$ cat src/sv/amcp_pkg.sv
// ----------------------------------------------------------------------------
// amcp_pkg
// Types and constants shared by the ASCII motor command line parser.
// ----------------------------------------------------------------------------
package amcp_pkg;

	// Parse phases: four tag letters, three numbers of three phases each
	// (before sign/digit, after sign, inside digits), then done.
	typedef logic [3:0] phase_t;

	localparam phase_t PH_TAG0    = 4'd0;
	localparam phase_t PH_NUM0    = 4'd4;
	localparam phase_t PH_LAST_DG = 4'd12;
	localparam phase_t PH_DONE    = 4'd13;

	localparam logic [7:0] CH_LF    = 8'h0A;
	localparam logic [7:0] CH_CR    = 8'h0D;
	localparam logic [7:0] CH_SPACE = 8'h20;
	localparam logic [7:0] CH_TAB   = 8'h09;
	localparam logic [7:0] CH_VT    = 8'h0B;
	localparam logic [7:0] CH_FF    = 8'h0C;
	localparam logic [7:0] CH_PLUS  = 8'h2B;
	localparam logic [7:0] CH_MINUS = 8'h2D;
	localparam logic [7:0] CH_COMMA = 8'h2C;
	localparam logic [7:0] CH_ZERO  = 8'h30;
	localparam logic [7:0] CH_NINE  = 8'h39;

	// Number sub-phase
	localparam logic [1:0] SUB_LEAD  = 2'd0;
	localparam logic [1:0] SUB_SIGN  = 2'd1;
	localparam logic [1:0] SUB_DIGIT = 2'd2;

	// Number index
	localparam logic [1:0] NUM_SEQ   = 2'd0;
	localparam logic [1:0] NUM_LEFT  = 2'd1;
	localparam logic [1:0] NUM_RIGHT = 2'd2;

	// Bridge direction codes
	localparam logic [1:0] DIR_OFF = 2'd0;
	localparam logic [1:0] DIR_FWD = 2'd1;
	localparam logic [1:0] DIR_REV = 2'd2;

	localparam logic [8:0] SPEED_SAT = 9'd256;
	localparam logic [7:0] DUTY_MAX  = 8'd255;

	typedef struct packed {
		logic [1:0] num;
		logic [1:0] sub;
		phase_t     base;
	} phase_dec_t;

	typedef struct packed {
		logic        accepted;
		logic [31:0] seq_number;
		logic [1:0]  left_direction;
		logic [7:0]  left_duty;
		logic [1:0]  right_direction;
		logic [7:0]  right_duty;
	} result_t;

	function automatic logic [7:0] tag_char(input logic [1:0] idx);
		logic [7:0] c;
		case (idx)
			2'd0: c = 8'h43;	// C
			2'd1: c = 8'h4D;	// M
			2'd2: c = 8'h44;	// D
			default: c = CH_COMMA;
		endcase
		return c;
	endfunction

	function automatic phase_dec_t phase_decode(input phase_t ph);
		phase_dec_t d;
		case (ph)
			4'd4:  d = '{num: NUM_SEQ,   sub: SUB_LEAD,  base: 4'd4};
			4'd5:  d = '{num: NUM_SEQ,   sub: SUB_SIGN,  base: 4'd4};
			4'd6:  d = '{num: NUM_SEQ,   sub: SUB_DIGIT, base: 4'd4};
			4'd7:  d = '{num: NUM_LEFT,  sub: SUB_LEAD,  base: 4'd7};
			4'd8:  d = '{num: NUM_LEFT,  sub: SUB_SIGN,  base: 4'd7};
			4'd9:  d = '{num: NUM_LEFT,  sub: SUB_DIGIT, base: 4'd7};
			4'd10: d = '{num: NUM_RIGHT, sub: SUB_LEAD,  base: 4'd10};
			4'd11: d = '{num: NUM_RIGHT, sub: SUB_SIGN,  base: 4'd10};
			4'd12: d = '{num: NUM_RIGHT, sub: SUB_DIGIT, base: 4'd10};
			default: d = '{num: NUM_SEQ, sub: SUB_LEAD, base: PH_NUM0};
		endcase
		return d;
	endfunction

	function automatic logic is_blank(input logic [7:0] c);
		return (c == CH_SPACE) || (c == CH_TAB) || (c == CH_VT) || (c == CH_FF);
	endfunction

endpackage

$ cat src/sv/ascii_motor_command_parser_unit.sv
// ----------------------------------------------------------------------------
// ascii_motor_command_parser_unit
// Parses "CMD,seq,left,right" lines from a byte stream into motor commands.
// ----------------------------------------------------------------------------
// One received character word is taken every clock cycle while in_stall is
// low. Each one updates the line parse state; a newline that ends a non-empty
// line loads one result word into a two-entry output buffer (output register
// plus skid register), which lets input flow on while a result waits;
// in_stall rises only when both entries are full. Rejected lines give
// accepted=0 with all other fields zero. Characters past LINE_MAX-1 in a
// line are ignored.
module ascii_motor_command_parser_unit
	import amcp_pkg::*;
#(
	parameter int LINE_MAX = 64
) (
	input  logic        clk,
	input  logic        arst_n,
	input  logic        in_valid,
	output logic        in_stall,
	input  logic [7:0]  rx_byte,
	output logic        out_valid,
	input  logic        out_stall,
	output logic        accepted,
	output logic [31:0] seq_number,
	output logic [1:0]  left_direction,
	output logic [7:0]  left_duty,
	output logic [1:0]  right_direction,
	output logic [7:0]  right_duty
);

	localparam int CNT_W = $clog2(LINE_MAX);
	localparam logic [CNT_W-1:0] CNT_LIMIT = CNT_W'(LINE_MAX - 1);

	// line parse state
	logic [CNT_W-1:0] char_count_q, char_count_nxt;
	phase_t           phase_q, phase_nxt;
	logic             failed_q, failed_nxt;
	logic             neg_q, neg_nxt;
	logic             digit_seen_q, digit_seen_nxt;
	logic [31:0]      accum_q, accum_nxt;
	logic [31:0]      held_seq_q, held_seq_nxt;
	logic [8:0]       held_left_q, held_left_nxt;

	logic       emit;
	result_t    res;
	phase_dec_t dec;
	logic       is_digit;
	logic [3:0] dval;
	logic [8:0] sat_in;
	logic [12:0] sat_mul;
	logic [7:0] right_mag;
	logic [7:0] left_mag;
	logic       line_ok;

	// output buffer
	logic    out_valid_q, skid_valid_q;
	result_t out_q, skid_q;
	logic    in_acc, out_take, produce;

	assign in_stall = skid_valid_q;
	assign in_acc   = in_valid && !skid_valid_q;
	assign out_take = out_valid_q && !out_stall;
	assign produce  = in_acc && emit;

	assign dec      = phase_decode(phase_q);
	assign is_digit = (rx_byte >= CH_ZERO) && (rx_byte <= CH_NINE);
	assign dval     = 4'(rx_byte - CH_ZERO);
	assign sat_in   = (accum_q > 32'(SPEED_SAT)) ? SPEED_SAT : accum_q[8:0];
	assign sat_mul  = {1'b0, sat_in, 3'b000} + {3'b000, sat_in, 1'b0} + 13'(dval);

	assign right_mag = (accum_q > 32'(DUTY_MAX)) ? DUTY_MAX : accum_q[7:0];
	assign left_mag  = held_left_q[8] ? 8'(-held_left_q) : held_left_q[7:0];
	assign line_ok   = !failed_q && ((phase_q == PH_DONE) || (phase_q == PH_LAST_DG));

	always_comb begin
		char_count_nxt = char_count_q;
		phase_nxt      = phase_q;
		failed_nxt     = failed_q;
		neg_nxt        = neg_q;
		digit_seen_nxt = digit_seen_q;
		accum_nxt      = accum_q;
		held_seq_nxt   = held_seq_q;
		held_left_nxt  = held_left_q;
		emit           = 1'b0;
		res            = '0;

		if (rx_byte == CH_CR) begin
			// drop
		end else if (rx_byte != CH_LF) begin
			if (char_count_q < CNT_LIMIT) begin
				char_count_nxt = char_count_q + CNT_W'(1);
				if (!failed_q && (phase_q < PH_DONE)) begin
					if (phase_q < PH_NUM0) begin
						if (rx_byte == tag_char(phase_q[1:0]))
							phase_nxt = phase_q + 4'd1;
						else
							failed_nxt = 1'b1;
					end else if (is_digit) begin
						if (dec.num == NUM_SEQ)
							accum_nxt = {accum_q[28:0], 3'b000} + {accum_q[30:0], 1'b0}
								+ 32'(dval);
						else
							accum_nxt = (sat_mul > 13'(SPEED_SAT)) ? 32'(SPEED_SAT)
								: 32'(sat_mul);
						digit_seen_nxt = 1'b1;
						phase_nxt      = dec.base + 4'd2;
					end else if ((dec.sub == SUB_LEAD) && is_blank(rx_byte)) begin
						// skip leading whitespace
					end else if ((dec.sub == SUB_LEAD) &&
							((rx_byte == CH_PLUS) || (rx_byte == CH_MINUS))) begin
						neg_nxt   = (rx_byte == CH_MINUS);
						phase_nxt = dec.base + 4'd1;
					end else if (dec.sub == SUB_DIGIT) begin
						if (dec.num == NUM_RIGHT) begin
							// hold accum and sign for the right motor
							phase_nxt = PH_DONE;
						end else if (rx_byte == CH_COMMA) begin
							if (dec.num == NUM_SEQ)
								held_seq_nxt = neg_q ? -accum_q : accum_q;
							else
								held_left_nxt = neg_q ? -{1'b0, right_mag}
									: {1'b0, right_mag};
							neg_nxt        = 1'b0;
							digit_seen_nxt = 1'b0;
							accum_nxt      = '0;
							phase_nxt      = dec.base + 4'd3;
						end else begin
							failed_nxt = 1'b1;
						end
					end else begin
						failed_nxt = 1'b1;
					end
				end
			end
		end else if (char_count_q != '0) begin
			emit = 1'b1;
			if (line_ok) begin
				res.accepted   = 1'b1;
				res.seq_number = held_seq_q;
				if (held_left_q == '0)
					res.left_direction = DIR_OFF;
				else if (held_left_q[8])
					res.left_direction = DIR_REV;
				else
					res.left_direction = DIR_FWD;
				res.left_duty = left_mag;
				if (right_mag == '0)
					res.right_direction = DIR_OFF;
				else if (neg_q)
					res.right_direction = DIR_REV;
				else
					res.right_direction = DIR_FWD;
				res.right_duty = right_mag;
			end
			// clear line
			char_count_nxt = '0;
			phase_nxt      = PH_TAG0;
			failed_nxt     = 1'b0;
			neg_nxt        = 1'b0;
			digit_seen_nxt = 1'b0;
			accum_nxt      = '0;
		end
	end

	always_ff @(posedge clk or negedge arst_n) begin
		if (!arst_n) begin
			char_count_q <= '0;
			phase_q      <= PH_TAG0;
			failed_q     <= 1'b0;
			neg_q        <= 1'b0;
			digit_seen_q <= 1'b0;
			accum_q      <= '0;
			held_seq_q   <= '0;
			held_left_q  <= '0;
		end else if (in_acc) begin
			char_count_q <= char_count_nxt;
			phase_q      <= phase_nxt;
			failed_q     <= failed_nxt;
			neg_q        <= neg_nxt;
			digit_seen_q <= digit_seen_nxt;
			accum_q      <= accum_nxt;
			held_seq_q   <= held_seq_nxt;
			held_left_q  <= held_left_nxt;
		end
	end

	// output register and skid control
	always_ff @(posedge clk or negedge arst_n) begin
		if (!arst_n) begin
			out_valid_q  <= 1'b0;
			skid_valid_q <= 1'b0;
		end else if (out_take || !out_valid_q) begin
			if (skid_valid_q) begin
				out_valid_q  <= 1'b1;
				skid_valid_q <= 1'b0;
			end else begin
				out_valid_q <= produce;
			end
		end else if (produce) begin
			skid_valid_q <= 1'b1;
		end
	end

	always_ff @(posedge clk) begin
		if (out_take || !out_valid_q) begin
			if (skid_valid_q)
				out_q <= skid_q;
			else if (produce)
				out_q <= res;
		end else if (produce) begin
			skid_q <= res;
		end
	end

	assign out_valid       = out_valid_q;
	assign accepted        = out_q.accepted;
	assign seq_number      = out_q.seq_number;
	assign left_direction  = out_q.left_direction;
	assign left_duty       = out_q.left_duty;
	assign right_direction = out_q.right_direction;
	assign right_duty      = out_q.right_duty;

endmodule
$ cat config.mk
export PLATFORM = sky130hd
export DESIGN_NAME = ascii_motor_command_parser_unit
export DESIGN_NICKNAME = d
export VERILOG_FILES = /design/src/sv/amcp_pkg.sv /design/src/sv/ascii_motor_command_parser_unit.sv
export SDC_FILE = /design/constraint.sdc
export NUM_CORES = 1
export LEC_CHECK = 0
export ABC_AREA = 1
export BUFFER_PORTS_ARGS = -buffer_cell sky130_fd_sc_hd__buf_2
export CORE_UTILIZATION = 55
export DETAILED_ROUTE_END_ITERATION = 8
export PLACE_DENSITY = 0.73
export SYNTH_ARGS = -nofsm -noshare
export SYNTH_HDL_FRONTEND = slang
export SYNTH_SLANG_ARGS = --single-unit
export TNS_END_PERCENT = 100
$ cat constraint.sdc
create_clock -name clk -period 6.4 [get_ports clk]
set_clock_uncertainty 0.1 [all_clocks]
set_input_delay 0.32 -clock clk [delete_from_list [all_inputs] [get_ports clk]]
set_output_delay 0.32 -clock clk [all_outputs]
set_load 0.01 [all_outputs]
# == Word level (Yosys, flattened, before mapping) ==
# Memories as Yosys holds them, arrays and structs flattened.
# Cells that the tools add are included.
# totals
mem_count,1
in_bits,12
mem_bits_ro,128
word_cells,203
ram_bits,0
reg_bits,193
latch_bits,0
# classes
muxes,77
shifts,0
order_cmp,8
mul,0
n_reduce_logical,36
div,0
bitwise,8
n_eq_ne,39
n_addsub,13
# memory_table
memory,depth,word_bits,read_ports,rd_clocked_by_memory_dff,wr,line,rtl
(no name shown),16,8,1,0,0,amcp_pkg.sv:74,case (ph)
# op_table
op,count
32-bit two-way mux,13
53-bit two-way mux,6
8-bit two-way mux,7
4-bit two-way mux,12
11-bit AND reduction,3
32-bit adder,1
32-bit by 4-bit adder with 32-bit output,1
"8-bit by 4-bit == test with 1-bit output, second input constant",4
"8-bit by 6-bit == test with 1-bit output, second input constant",4
"32-bit by 8-bit greater-than comparator with 1-bit output, second input constant",1
"32-bit by 9-bit greater-than comparator with 1-bit output, second input constant",1
32-bit negation,1
1-bit two-way mux,28
13-bit AND reduction,2
"3-bit != test, second input constant",7
7-bit one-hot mux with 3 select lines,1
6-bit two-way mux,3
9-bit two-way mux,2
12-bit by 10-bit adder with 13-bit output,1
13-bit by 4-bit adder with 13-bit output,1
"13-bit by 9-bit greater-than comparator with 1-bit output, second input constant",1
13-bit two-way mux,1
"3-bit by 2-bit != test with 1-bit output, second input constant",4
"4-bit != test, second input constant",3
34 further kinds,73

# == Depth between registers and ports, before layout ==
# logic_depth
ltp_word,13
depth_mapped,28
mapped_depth_nobuf,28

# == Least setup slack after synthesis ==
# OpenSTA, ideal clock, no wires.
# synth_path
path_kind,input port to flip-flop
start,input rx_byte[7]
end,"register out_q, in the netlist accepted, enable pin"
arrival_time_ns,4.847
setup_ns,0.544
setup_slack_ns,0.908
cell_stages,7
cell_sequence,nor2_1 > nand3_1 > inv_1 > nand2_2 > nor2_4 > nand2_4 > a21boi_0
# synth_via
elab_chain_cells,6
elab_cells_between_ends,7
# synth_lines
item,line,rtl
from (decl),ascii_motor_command_parser_unit.sv:21,"input logic [7:0] rx_byte,"
8-bit by 4-bit != test with 1-bit output,ascii_motor_command_parser_unit.sv:90,end else if (rx_byte != CH_LF) begin
1-bit two-way mux,ascii_motor_command_parser_unit.sv:90,
1-bit two-way mux (*),ascii_motor_command_parser_unit.sv:88,if (rx_byte == CH_CR) begin
1-bit logical AND (*),ascii_motor_command_parser_unit.sv:64,assign produce = in_acc && emit;
2-bit nonzero test (no source line) (*),--,
2-bit AND reduction (no source line) (*),--,
to (signal assigned),ascii_motor_command_parser_unit.sv:208,out_q <= skid_q;
to (signal assigned),ascii_motor_command_parser_unit.sv:210,out_q <= res;
to (decl),ascii_motor_command_parser_unit.sv:58,"result_t out_q, skid_q;"
# Every way passes the cells marked *; elsewhere a longest branch is shown, timed or not.
# A chain may end at the register's enable or synchronous reset.

# == Worst setup path in the final report ==
# layout_path
start,register accum_q[0]
end,register accum_q[7]
# layout_via
elab_chain_cells,12
elab_cells_between_ends,14
# layout_lines
item,line,rtl
from (decl),ascii_motor_command_parser_unit.sv:41,"logic [31:0] accum_q, accum_nxt;"
from (signal assigned),ascii_motor_command_parser_unit.sv:182,accum_q <= accum_nxt;
32-bit by 9-bit greater-than comparator with 1-bit output,ascii_motor_command_parser_unit.sv:69,assign sat_in = (accum_q > 32'(SPEED_SAT)) ? SPEED_SAT : accum_q[8:0];
9-bit two-way mux,ascii_motor_command_parser_unit.sv:69,
12-bit by 10-bit adder with 13-bit output,ascii_motor_command_parser_unit.sv:70,"assign sat_mul = {1'b0, sat_in, 3'b000} + {3'b000, sat_in, 1'b0} + 13'(dval);"
13-bit by 4-bit adder with 13-bit output,ascii_motor_command_parser_unit.sv:70,
13-bit by 9-bit greater-than comparator with 1-bit output,ascii_motor_command_parser_unit.sv:104,accum_nxt = (sat_mul > 13'(SPEED_SAT)) ? 32'(SPEED_SAT)
13-bit two-way mux,ascii_motor_command_parser_unit.sv:104,
32-bit two-way mux (*),ascii_motor_command_parser_unit.sv:100,if (dec.num == NUM_SEQ)
32-bit two-way mux (*),ascii_motor_command_parser_unit.sv:99,end else if (is_digit) begin
32-bit two-way mux (*),ascii_motor_command_parser_unit.sv:94,if (phase_q < PH_NUM0) begin
32-bit two-way mux (*),ascii_motor_command_parser_unit.sv:93,if (!failed_q && (phase_q < PH_DONE)) begin
32-bit two-way mux (*),ascii_motor_command_parser_unit.sv:91,if (char_count_q < CNT_LIMIT) begin
32-bit two-way mux (*),ascii_motor_command_parser_unit.sv:90,
# Every way passes the cells marked *; elsewhere a longest branch is shown, timed or not. The select of a mux whose other input is x is not followed.

==> run_summary.xml <==
<?xml version="1.0" encoding="UTF-8"?>
<metrics>
  <group name="synthesis">
    <metric name="post_synth_instance_area" unit="mm²">0.01253</metric>
    <metric name="synth_cells" unit="">1604</metric>
    <metric name="synth_ff_type" unit="">edfxtp_1</metric>
    <metric name="ys_seq_elements" unit="">193</metric>
    <metric name="synth_sequential_area_ratio" unit="%">42.79</metric>
    <metric name="synth.lib_cells_used.distinct" unit="">47</metric>
    <metric name="synthesis.nets" unit="">1709</metric>
    <metric name="synth-edff-count" unit="">106</metric>
    <metric name="syn_area_per_cell" unit="µm²">7.809</metric>
    <metric name="yosysWarningCount" unit="">0</metric>
    <metric name="async_set_or_reset_register_ratio_after_synthesis" unit="%">45.08</metric>
  </group>
  <group name="clock_tree">
    <metric name="cts_tree" unit="">yes</metric>
    <metric name="clk_path_buf_depth" unit="">2</metric>
    <metric name="htree_num_levels" unit="">4</metric>
    <metric name="clkTransAtPathRegs" unit="ns">0.08</metric>
    <metric name="cts_sinks" unit="">193</metric>
    <metric name="cts_made_buffers" unit="">17</metric>
    <metric name="root_buffer" unit="">clkbuf_16</metric>
    <metric name="post_cts.resized_instances" unit="">0</metric>
    <metric name="clkLatencyLatePin" unit="ns">0.44</metric>
  </group>
  <group name="worst_setup_path">
    <metric name="r2r_cell_count" unit="">23</metric>
    <metric name="worst-r2r-setup-slack" unit="ns">2.33</metric>
    <metric name="worstSetupPathType" unit="">reg -&gt; reg</metric>
    <metric name="cp_data_arrival_time" unit="ns">4.29</metric>
    <metric name="worst_r2r_endpoint" unit="">accum_q[7]</metric>
    <metric name="critPathCaptureType" unit="">register</metric>
    <metric name="crit_path_start_kind" unit="">register</metric>
    <metric name="regToRegStartpoint" unit="">accum_q[0]</metric>
    <metric name="crit_required" unit="ns">6.62</metric>
    <metric name="timing.critical_path.fanout_max" unit="">8</metric>
  </group>
  <group name="layout">
    <metric name="layout_commonest_cell" unit="">nand2_1</metric>
    <metric name="synth_to_layout_area_growth" unit="%">9.339</metric>
    <metric name="total_area_of_multi_input_combinational_cells" unit="mm²">0.006279</metric>
    <metric name="finish.net_count" unit="">1767</metric>
    <metric name="drive_above_1_share" unit="%">9.254</metric>
    <metric name="layout.cells.most_common_list" unit="">nand2_1, nor2_1, inv_1</metric>
    <metric name="layout.filler_cells" unit="">1978</metric>
    <metric name="regArea" unit="mm²">0.005360</metric>
    <metric name="antennaDiodeCount" unit="">0</metric>
    <metric name="post-route-cell-area" unit="mm²">0.01370</metric>
  </group>
  <group name="pwr">
    <metric name="power.density" unit="mW/mm²">211.4</metric>
    <metric name="ir_worst_vdd" unit="mV">0.1635</metric>
    <metric name="leakage" unit="nW">6.738</metric>
  </group>
  <group name="grt">
    <metric name="global_route.usage.met3" unit="%">2.580</metric>
    <metric name="gr-usage-all-layers" unit="%">25.59</metric>
    <metric name="globalRouteOverflowTotal" unit="">0</metric>
    <metric name="wire_length_of_the_first_global_routing_pass" unit="mm">48.69</metric>
    <metric name="initial_antenna_violation_count" unit="">0</metric>
    <metric name="gr-max-usage-layer" unit="">met2</metric>
    <metric name="use_met2" unit="%">41.07</metric>
    <metric name="grt.met1_usage" unit="%">37.31</metric>
    <metric name="first_global_vias" unit="">9872</metric>
    <metric name="grt_start_max_net_pins" unit="">60</metric>
  </group>
  <group name="die">
    <metric name="fp.coreArea" unit="mm²">0.02209</metric>
    <metric name="design.die.area" unit="mm²">0.02338</metric>
    <metric name="dieWidth" unit="µm">152.9</metric>
    <metric name="die_y" unit="µm">152.9</metric>
    <metric name="floorplan.io_pins" unit="">67</metric>
    <metric name="placementRows" unit="">54</metric>
    <metric name="start_util" unit="%">56.69</metric>
  </group>
  <group name="drt">
    <metric name="avgViaCountPerCell" unit="">5.362</metric>
    <metric name="route.final.wire_length" unit="mm">28.93</metric>
    <metric name="via_count" unit="">10480</metric>
    <metric name="drt_first_iter_violations" unit="">727</metric>
    <metric name="avgRoutedWirePerCell" unit="µm">14.80</metric>
    <metric name="drc" unit="">0</metric>
    <metric name="ant_nets" unit="">0</metric>
    <metric name="drt_pass1_iterations" unit="">8</metric>
  </group>
  <group name="placed_design">
    <metric name="detailed_place.area" unit="mm²">0.01311</metric>
    <metric name="io_buffers" unit="">66</metric>
    <metric name="dp_hpwl" unit="mm">22.13</metric>
    <metric name="globalplace.congestion" unit="">0.8950</metric>
  </group>
  <group name="sta">
    <metric name="highest_attainable_clock_frequency" unit="GHz">0.2456</metric>
    <metric name="rsz0062_at_grt" unit="">no</metric>
    <metric name="timing.max_slew.rel_slack" unit="%">34.02</metric>
    <metric name="finalCritPeriodShare" unit="%">63.61</metric>
    <metric name="fin_tns_setup" unit="ns">0</metric>
    <metric name="final_hold_viol_count" unit="">0</metric>
    <metric name="tightestPinTransition" unit="ns">0.9886</metric>
    <metric name="final-setup-viol-count" unit="">0</metric>
    <metric name="maxSlewViolCount" unit="">0</metric>
    <metric name="min_period" unit="ns">4.071</metric>
  </group>
  <group name="hold_path">
    <metric name="holdCritPathClass" unit="">in -&gt; reg</metric>
    <metric name="worst_hold_endpoint" unit="">neg_q</metric>
    <metric name="min-delay-start" unit="">rx_byte[0]</metric>
    <metric name="hold_depth" unit="">3</metric>
  </group>
  <group name="status">
    <metric name="outcome" unit="">complete, no violations</metric>
  </group>
  <group name="flow_run">
    <metric name="drv.max_cap_violation_count" unit="">0</metric>
  </group>
</metrics>
-- synthesized netlist by cell type, types with 8 or more instances --
cell type,number,area [µm²]
nor2_1,197,739.5
o21ai_1,10,50.05
xnor2_1,14,122.6
nand3_1,72,360.4
inv_1,184,690.7
clkbuf_1,23,86.33
dfrtp_1,87,2177
xor2_1,36,315.3
nand4_1,13,81.33
nand2_1,460,1727
ha_1,90,1126
nor3_1,30,150.1
nand2_2,12,75.07
o21bai_1,8,60.06
o21ai_0,82,410.4
edfxtp_1,106,3183
a21oi_1,91,455.4
-- through the flow --
step / total power [mW] / util (%) / cells / hold slack (ns) / setup WS, ns
3_3_place_gp: 1.854 / 59.32 / 1922 / 0.2003 / 2.515
6_report: 2.895 / 61.99 / 1955 / 0.1450 / 2.329
5_1_grt: 3.026 / 61.99 / 1955 / 0.1570 / 1.850
3_5_place_dp: 1.861 / 59.32 / 1922 / 0.2023 / 2.349
2_1_floorplan: 1.731 / - / 1604 / -0.07559 / 0.9085
4_1_cts: 2.905 / 61.99 / 1955 / 0.1385 / 2.328
-- worst max-delay path, cell delays in order, from the launching register on --
cell	delay, ns
dfrtp_1	0.48
inv_1	0.13
ha_1	0.18
nand2_1	0.09
nor2_1	0.29
nand2_1	0.09
nand2_1	0.14
nand2_1	0.16
nor2_1	0.22
ha_1	0.16
ha_1	0.18
inv_1	0.06
fa_1	0.39
inv_1	0.07
nand3_1	0.07
nand2_1	0.10
nand2_1	0.07
o21ai_0	0.25
xor2_1	0.19
nor2_1	0.08
nand3_1	0.08
nand2_1	0.19
nand2_1	0.12
nand2_1	0.06
-- worst max-delay path by stage --
stage | cells past startpoint | endpoint | start | slack (ns)
floorplan | 7 | accepted | rx_byte[7] | 0.91
global placement | 23 | accum_q[7] | accum_q[0] | 2.52
detailed placement | 23 | accum_q[7] | accum_q[0] | 2.35
CTS | 24 | accum_q[7] | accum_q[0] | 2.33
global route | 24 | accum_q[0] | accum_q[0] | 1.85
finish | 23 | accum_q[7] | accum_q[0] | 2.33
-- per-layer routing --
metal | wire, µm | up-vias
met2 | 13010 | 266
met5 | 0 | -
met3 | 1150 | 34
li1 | - | 5336
met1 | 14310 | 4847
met4 | 455 | 0
-- logic make-up after synthesis --
| group | Yosys count | share of synthesized area, % |
|---|---|---|
| xor+xnor | 50 | 3.496 |
| flops | 193 | 42.79 |
| compound gates | 217 | 9.370 |
| fa+ha+maj | 93 | 9.470 |
| buf+inv | 229 | 7.232 |
| simple gates | 822 | 27.64 |
-- registers in the layout, summed over array words and instances, names as in the netlist --
signal / count
held_left_q: 9
seq_number: 32
right_duty: 8
right_direction: 2
out_valid: 1
in_stall: 1
left_direction: 2
held_seq_q: 32
failed_q: 1
left_duty: 8
accepted: 1
char_count_q: 6
phase_q: 4
accum_q: 32
skid_q: 53
neg_q: 1
-- final cells by class --
type	count	area share, %
clock buffers	18	3.134
clock inverters	14	1.105
inverters	194	5.335
multi-input cells	1182	45.84
flip-flops and latches	193	39.14
well taps	280	2.558
repair buffers	74	2.887
-- power by group --
| group | internal, mW | switching (mW) |
|---|---|---|
| Sequential | 1.33 | 0.0338 |
| Clock | 0.528 | 0.528 |
| Combinational | 0.150 | 0.324 |
-- timing repair --
| action | in CTS | in global routing |
|---|---|---|
| buffers inserted | 0 | 0 |
| endpoints found under the hold margin | 33 | 0 |
| hold buffers | 1 | 0 |
No activity file was read; power rests on OpenSTA's default activity.
